$ cat src/rtl/arp_pkg.sv
// Shared types, register indexes, zone codes and divide-by-255 helpers for the ring shader.
`default_nettype none
package arp_pkg;

  // Configuration register indexes.
  localparam logic [2:0] CFG_CENTER_X     = 3'd0;
  localparam logic [2:0] CFG_CENTER_Y     = 3'd1;
  localparam logic [2:0] CFG_RADIUS       = 3'd2;
  localparam logic [2:0] CFG_STROKE_WIDTH = 3'd3;
  localparam logic [2:0] CFG_STROKE_MODE  = 3'd4;
  localparam logic [2:0] CFG_FILL_COLOR   = 3'd5;
  localparam logic [2:0] CFG_STROKE_COLOR = 3'd6;
  localparam logic [2:0] CFG_BACK_COLOR   = 3'd7;

  // Stroke placement modes.
  localparam logic [1:0] MODE_OUTSIDE = 2'd0;
  localparam logic [1:0] MODE_CENTER  = 2'd1;
  localparam logic [1:0] MODE_INSIDE  = 2'd2;

  // Pixel zones.
  localparam logic [2:0] ZONE_BACK   = 3'd0;
  localparam logic [2:0] ZONE_OUTER  = 3'd1;
  localparam logic [2:0] ZONE_FILL   = 3'd2;
  localparam logic [2:0] ZONE_INNER  = 3'd3;
  localparam logic [2:0] ZONE_STROKE = 3'd4;

  typedef struct packed {
    logic [7:0] r;
    logic [7:0] g;
    logic [7:0] b;
  } rgb_t;

  // Sideband that rides along the divider.
  typedef struct packed {
    logic       is_edge;
    logic [7:0] res_a;
    logic [7:0] flat_a;
    rgb_t       flat;
    rgb_t       dst;
  } dside_t;

  // Floor of y / 255, exact for y below 65280 (255 * 256), where the quotient still fits in 8 bits.
  function automatic logic [7:0] div255_floor(input logic [16:0] y);
    logic [17:0] t;
    t = 18'(y) + 18'd1 + 18'(y >> 8);
    return t[15:8];
  endfunction

  // Rounded x / 255 for x up to 255 * 255.
  function automatic logic [7:0] div255_round(input logic [15:0] x);
    logic [16:0] y;
    y = 17'(x) + 17'd127;
    return div255_floor(y);
  endfunction

  // Channel of a packed R,G,B,A word: 0 red, 1 green, 2 blue.
  function automatic logic [7:0] col_chan(input logic [31:0] c, input logic [1:0] k);
    logic [7:0] v;
    case (k)
      2'd0:    v = c[31:24];
      2'd1:    v = c[23:16];
      default: v = c[15:8];
    endcase
    return v;
  endfunction

endpackage
`default_nettype wire

$ cat src/rtl/arp_isqrt.sv
// Pipelined integer square root, one root bit resolved per stage.
`default_nettype none
module arp_isqrt import arp_pkg::*; #(
  parameter int IN_W   = 35,
  parameter int SIDE_W = 24
) (
  input  wire logic                     clk,
  input  wire logic                     rst,
  input  wire logic                     in_valid,
  input  wire logic [IN_W-1:0]          in_rad,
  input  wire logic [SIDE_W-1:0]        in_side,
  output logic                          out_valid,
  output logic [(IN_W+1)/2-1:0]         out_root,
  output logic [SIDE_W-1:0]             out_side
);

  localparam int RW = (IN_W + 1) / 2;

  logic [2*RW-1:0]   rad  [0:RW];
  logic [RW+1:0]     rem  [0:RW];
  logic [RW-1:0]     root [0:RW];
  logic              vld  [0:RW];
  logic [SIDE_W-1:0] side [0:RW];

  assign rad[0]  = (2*RW)'(in_rad);
  assign rem[0]  = '0;
  assign root[0] = '0;
  assign vld[0]  = in_valid;
  assign side[0] = in_side;

  for (genvar k = 0; k < RW; k++) begin : g_stage
    logic [RW+3:0] pre;
    logic [RW+3:0] trial;
    logic [RW+3:0] diff;
    logic          ge;

    // Bring down the next two radicand bits and try the next root bit.
    assign pre   = {rem[k], rad[k][2*RW-1:2*RW-2]};
    assign trial = {2'b00, root[k], 2'b01};
    assign diff  = pre - trial;
    assign ge    = (pre >= trial);

    always_ff @(posedge clk) begin
      if (rst) begin
        vld[k+1] <= 1'b0;
      end else begin
        vld[k+1] <= vld[k];
      end
      rad[k+1]  <= rad[k] << 2;
      rem[k+1]  <= ge ? diff[RW+1:0] : pre[RW+1:0];
      root[k+1] <= {root[k][RW-2:0], ge};
      side[k+1] <= side[k];
    end
  end

  assign out_valid = vld[RW];
  assign out_root  = root[RW];
  assign out_side  = side[RW];

endmodule
`default_nettype wire

$ cat config.mk
export PLATFORM = sky130hd
export DESIGN_NAME = arp_isqrt
export DESIGN_NICKNAME = d
export VERILOG_FILES = /design/src/rtl/arp_pkg.sv /design/src/rtl/arp_isqrt.sv
export SDC_FILE = /design/constraint.sdc
export NUM_CORES = 1
export LEC_CHECK = 0
export BUFFER_PORTS_ARGS = -buffer_cell sky130_fd_sc_hd__buf_2
export CAP_MARGIN = 20
export CORE_MARGIN = 5
export CORE_UTILIZATION = 55
export CTS_CLUSTER_SIZE = 25
export DETAILED_ROUTE_END_ITERATION = 6
export PLACE_DENSITY = 0.74
export SLEW_MARGIN = 20
export SYNTH_ARGS = -nofsm -noshare
export SYNTH_HDL_FRONTEND = slang
export SYNTH_SLANG_ARGS = --single-unit
$ cat constraint.sdc
create_clock -name clk -period 2.2 [get_ports clk]
set_input_delay 0.22 -clock clk [delete_from_list [all_inputs] [get_ports clk]]
set_output_delay 0.22 -clock clk [all_outputs]
set_load 0.05 [all_outputs]
Word-level counts from Yosys, hierarchy flattened
Index checks and enable logic that the tools add are counted.
- bits in registers: 1249
- bits of input ports: 62
- output and inout bits: 43
- word-level logic and storage cells: 141
- $add $sub $neg: 17
- magnitude comparators: 18
- muxes and demuxes: 17
- operators with widths (operator ; count):
    $mux 20 ; 16
    $ge 22x10->1 ; 1
    $ge 22x11->1 ; 1
    $ge 22x12->1 ; 1
    $ge 22x13->1 ; 1
    $ge 22x14->1 ; 1
    $ge 22x15->1 ; 1
    $ge 22x16->1 ; 1
    $ge 22x17->1 ; 1
    $ge 22x18->1 ; 1
    $ge 22x19->1 ; 1
    $ge 22x3->1 ; 1
    $ge 22x4->1 ; 1
    $ge 22x5->1 ; 1
    $ge 22x6->1 ; 1
    $ge 22x7->1 ; 1
    $ge 22x8->1 ; 1
    $ge 22x9->1 ; 1
    $sub 20x10->20 ; 1
    $sub 20x11->20 ; 1
    $sub 20x12->20 ; 1
    $sub 20x13->20 ; 1
    $sub 20x14->20 ; 1
    $sub 20x15->20 ; 1
    other kinds (13) ; 13

Depth between registers and ports, before layout
- depth in word-level cells: 2
- depth in mapped cells: 11
- depth with buffers taken out: 9

Worst setup path before layout
No wires, ideal clock.
- path type: flip-flop to flip-flop
- start point: register root, in the netlist g_stage[16].trial[16]
- end point: register rem, in the netlist g_stage[17].pre[15]
- library setup time: 0.132 ns
- data arrival time: 2.285 ns
- required time: 2.068 ns
- setup slack: -0.217 ns
- stages on the path, launching flop included: 11
- buffers on the path: 2
- clock period less this slack: 2.417 ns
- cell sequence: dfxtp_1 -> inv_1 -> ha_1 -> clkbuf_1 -> and4_1 -> and3_1 -> a22oi_1 -> o211ai_1 -> nor3_1 -> clkbuf_1 -> o21ai_0
- word-level cells in the longest chain between the ends: 2
- ends and longest elaborated chain (what ; line ; text):
    from (decl) ; arp_isqrt.sv:21 ; logic [RW-1:0] root [0:RW];
    from (signal, indexed assignment) ; arp_isqrt.sv:51 ; root[k+1] <= {root[k][RW-2:0], ge};
    $ge 22x18->1 ; arp_isqrt.sv:41 ; assign ge = (pre >= trial);
    $mux 20 ; arp_isqrt.sv:50 ; rem[k+1] <= ge ? diff[RW+1:0] : pre[RW+1:0];
    to (signal, indexed assignment) ; arp_isqrt.sv:50 ;
    to (decl) ; arp_isqrt.sv:20 ; logic [RW+1:0] rem [0:RW];
No other way between the ends.
A chain may end at the register's enable or synchronous reset.

Worst setup path in the final report
- start point: register root, in the netlist g_stage[10].trial[3]
- end point: register rem, in the netlist g_stage[11].pre[13]
- word-level cells in the longest chain between the ends: 2
- elaborated cells between the ends (all ways): 3
- those cells by class: add/sub: 1; order compare: 1; mux: 1
- ends and longest elaborated chain (what ; line):
    $sub 20x12->20 / $ge 22x12->1 (equally long branches) ; arp_isqrt.sv:40, arp_isqrt.sv:41
    $mux 20 (*) ; arp_isqrt.sv:50
Every way passes the cells marked *; elsewhere a longest branch is shown, timed or not.

==> flow_summary_export.csv <==
group,metric,value,unit
run_status,status,"finished with violations",
run_status,violations,"setup timing",
clock_network,clock_tree.buffer_depth,3,
hold_path,hold_class,"in -> reg",
die,initial_utilization,55.4,%
yosys,syn_nets,3521,
routing,drc,0,
placement,dp_hpwl,48900,um
yosys,synth_area_per_cell,11.6,um^2
yosys,ys_types,79,
clock_network,clockRootBuffer,"clkbuf_16",
timing,fmax,394,MHz
finish,n_antenna_cell,0,
timing,setup_ws,-0.341,ns
timing,tightest_slew,0.615,ns
routing,drt_pre_antenna_iters,6,
grt,globalRouteOverflowTotal,0,
yosys,synth_warnings,0,
die,dieArea,0.0744,mm^2
yosys,synthFlopType,"dfxtp_1",
critical_path,rr_endpoint,"g_stage[11].pre[13]",
placement,place_area,0.0432,mm^2
finish,syn_to_final_growth,38.1,%
routing,antenna_left,0,
grt,antenna_found_initial,2,
clock_network,cts_sinks,1238,
critical_path,cp-startpoint,"g_stage[10].trial[3]",
clock_network,cts_tree,"done",
routing,vias_per_cell,5.12,
critical_path,critPathMaxFanout,3,
timing,setup_viol,171,
critical_path,cp_num_buf_inv,2,
critical_path,required,2.76,ns
finish,finalNetCount,4321,
placement,portBuffers,104,
grt,grt_pass1_vias,26100,
clock_network,clkLatencyLatePin,0.69,ns
routing,avgRoutedWirePerCell,17.4,um
yosys,synth_edf_count,0,
critical_path,crit_chain,"inv_1, ha_4, a21oi_1, o21ai_0, a221o_1, a31oi_4, buf_4, o21ai_0, xnor2_1, mux2_2",
die,die_h,273,um
critical_path,slowest_delay,0.41,ns
timing,finalCritPeriodShare,116,%
yosys,synthTopCellsByCount,"1238 x dfxtp_1, 235 x inv_1, 188 x ha_1",
power_and_ir_drop,leakagePower,23.6,nW
power_and_ir_drop,power.density,1130,mW/mm^2
critical_path,crit_cells,10,
timing,slew_viol_final,0,
power_and_ir_drop,max-vdd-ir-drop,0.868,mV
clock_network,cts_inserted_buffers,113,
grt,grt_pass1_wl,129000,um
grt,grt_max_degree,20,
timing,fin_skew,0.0605,ns
yosys,synth.most_common_cell,"dfxtp_1",
timing,rsz0062_at_grt,"yes",
yosys,synth.largest_area_cell,"dfxtp_1",
clock_network,ctsHtreeMaxLevel,3,
critical_path,critical-path-slowest-cell,"a221o_1",
yosys,async_reset_ff_share,0,%
finish,postLayoutCellArea,0.0524,mm^2
finish,layout-drive-gt1-share,37.1,%
finish,fillers,3889,
placement,gp_congestion,0.888,
routing,wl,88700,um
die,io-pin-count,105,
timing,timing.slew.headroom,58.7,%
die,num_rows,96,
critical_path,cp-end-kind,"register",
critical_path,cp_common_cell,"o21ai_0",
yosys,synth_top_area_share,65.3,%
routing,drtIter0Drc,1744,
yosys,ys_seq_area_share,65.3,%
yosys,synth.area.top_cells,"dfxtp_1 65%, ha_1 6.2%, xor2_1 3.0%, xnor2_1 2.4%, inv_1 2.3%",
timing,setup_tns,-17.63,ns
routing,vias,26100,
clock_network,clkTransAtPathRegs,0.06,ns
die,core,0.0686,mm^2
timing,finalWorstPathRequiredPeriod,2.54,ns
critical_path,r2r_slack,-0.34,ns
hold_path,min_from,"in_side[11]",
finish,final_core_util,76.4,%
yosys,ys_ff_latch,1238,
grt,grt.total_usage,20.8,%
critical_path,cp_top_family,"compound AO/OA/AOI/OAI gates",
timing,whs,0.153,ns
yosys,postSynthCellCount,3271,
critical_path,endpoint,"g_stage[11].pre[13]",
critical_path,worstRegToRegCells,10,
critical_path,cp.arrival,3.10,ns
critical_path,critPathKind,"reg -> reg",
critical_path,critPathLaunchType,"register",
timing,final_hold_viol_count,0,
critical_path,rr_startpoint,"g_stage[10].trial[3]",
yosys,syn_area,0.0380,mm^2
flow_run,maxCapViolations,0,
die,die_w,273,um
final cells by class:
cell class / instances / area [um^2] / share of cell area [%]
multi-input combinational: 1727 / 15300 / 29.1
inverter: 237 / 897 / 1.71
timing repair buffer: 754 / 6090 / 11.6
clock inverter: 64 / 871 / 1.66
clock buffer: 149 / 3230 / 6.17
sequential: 1238 / 24900 / 47.5
tap: 931 / 1160 / 2.22
through the flow:
step                      power, mW  setup slack (ns)  std cells
final                          59.0            -0.341       5100
after global routing           61.5            -0.425       5100
after CTS                      57.3            -0.162       5067
after detailed placement       35.6            -0.326       4719
after global placement         35.3            -0.264       4719
after floorplan                32.0            -0.107       3271
worst register-to-register path: stages (launching register included):
cell and delay [ns]:
dfxtp_1 0.35, inv_1 0.08, ha_4 0.23, a21oi_1 0.26, o21ai_0 0.24, a221o_1 0.41
a31oi_4 0.21, buf_4 0.14, o21ai_0 0.10, xnor2_1 0.15, mux2_2 0.26
kinds of logic (layout without fill, tap and decap cells):
kind of cell	after synthesis	after routing	synth area share, %
fa+ha+maj	188	188	6.19
buf+inv	306	1204	3.35
simple gates	700	700	9.30
mux	46	46	1.37
xor+xnor	234	234	5.40
other cells	1	1	0.00987
compound gates	558	558	9.12
flops	1238	1238	65.3
layer usage:
layer / track usage, % / wire length (um)
met2: 37.8 / 46700
met3: 3.27 / 3810
met5: 0 / 0
met4: 5.67 / 2670
met1: 25.8 / 35500
layout by cell type, fill, tap and decap left out, types with 21 or more instances in the layout:
| cell type | count |
|---|---|
| a21o_1 | 43 |
| a21oi_1 | 109 |
| a21oi_2 | 57 |
| buf_2 | 105 |
| buf_4 | 502 |
| buf_6 | 59 |
| clkbuf_16 | 116 |
| clkbuf_8 | 27 |
| clkinv_2 | 29 |
| dfxtp_1 | 1152 |
| dfxtp_2 | 83 |
| dlygate4sd3_1 | 62 |
| ha_1 | 112 |
| ha_4 | 65 |
| inv_1 | 202 |
| inv_2 | 31 |
| mux2_2 | 22 |
| nand2_1 | 100 |
| nand2_2 | 36 |
| nand2b_1 | 33 |
| nand3_1 | 28 |
| nand4_1 | 26 |
| nor2_1 | 117 |
| nor2_2 | 25 |
| nor2_4 | 45 |
| nor2b_1 | 35 |
| nor3_1 | 35 |
| nor3_2 | 21 |
| o21a_1 | 40 |
| o21ai_0 | 74 |
| o21ai_1 | 40 |
| o21ai_2 | 36 |
| or3_1 | 28 |
| xnor2_1 | 93 |
| xor2_1 | 128 |
repair_timing:
action                     CTS  global route
pin swaps                  110           168
cloned                       7             5
hold endpoints to repair    77             0
setup endpoints to repair  233           262
buffers inserted            72            44
hold buffers                62             0
resized for setup          395           502
power breakdown:
part           switching (mW)  internal, mW  leakage, nW
clock network            8.65          12.1         2.01
registers                2.06          25.2         10.4
logic                    5.39          5.53         11.2
registers in the layout, indices dropped and copies added (netlist names):
register and count:
side 408, g_stage.pre 345, rad 272, g_stage.trial 153, out_side 24, out_root 18
vld 17, out_valid 1
worst min path at each step:
stage,end,cells after the start
after floorplan,g_stage[1].pre[0],0
after global placement,rad[596],0
after detailed placement,out_side[17],0
after CTS,g_stage[1].trial[2],2
after global routing,side[425],2
final,side[419],2
Power figures use the tool's default switching activity.
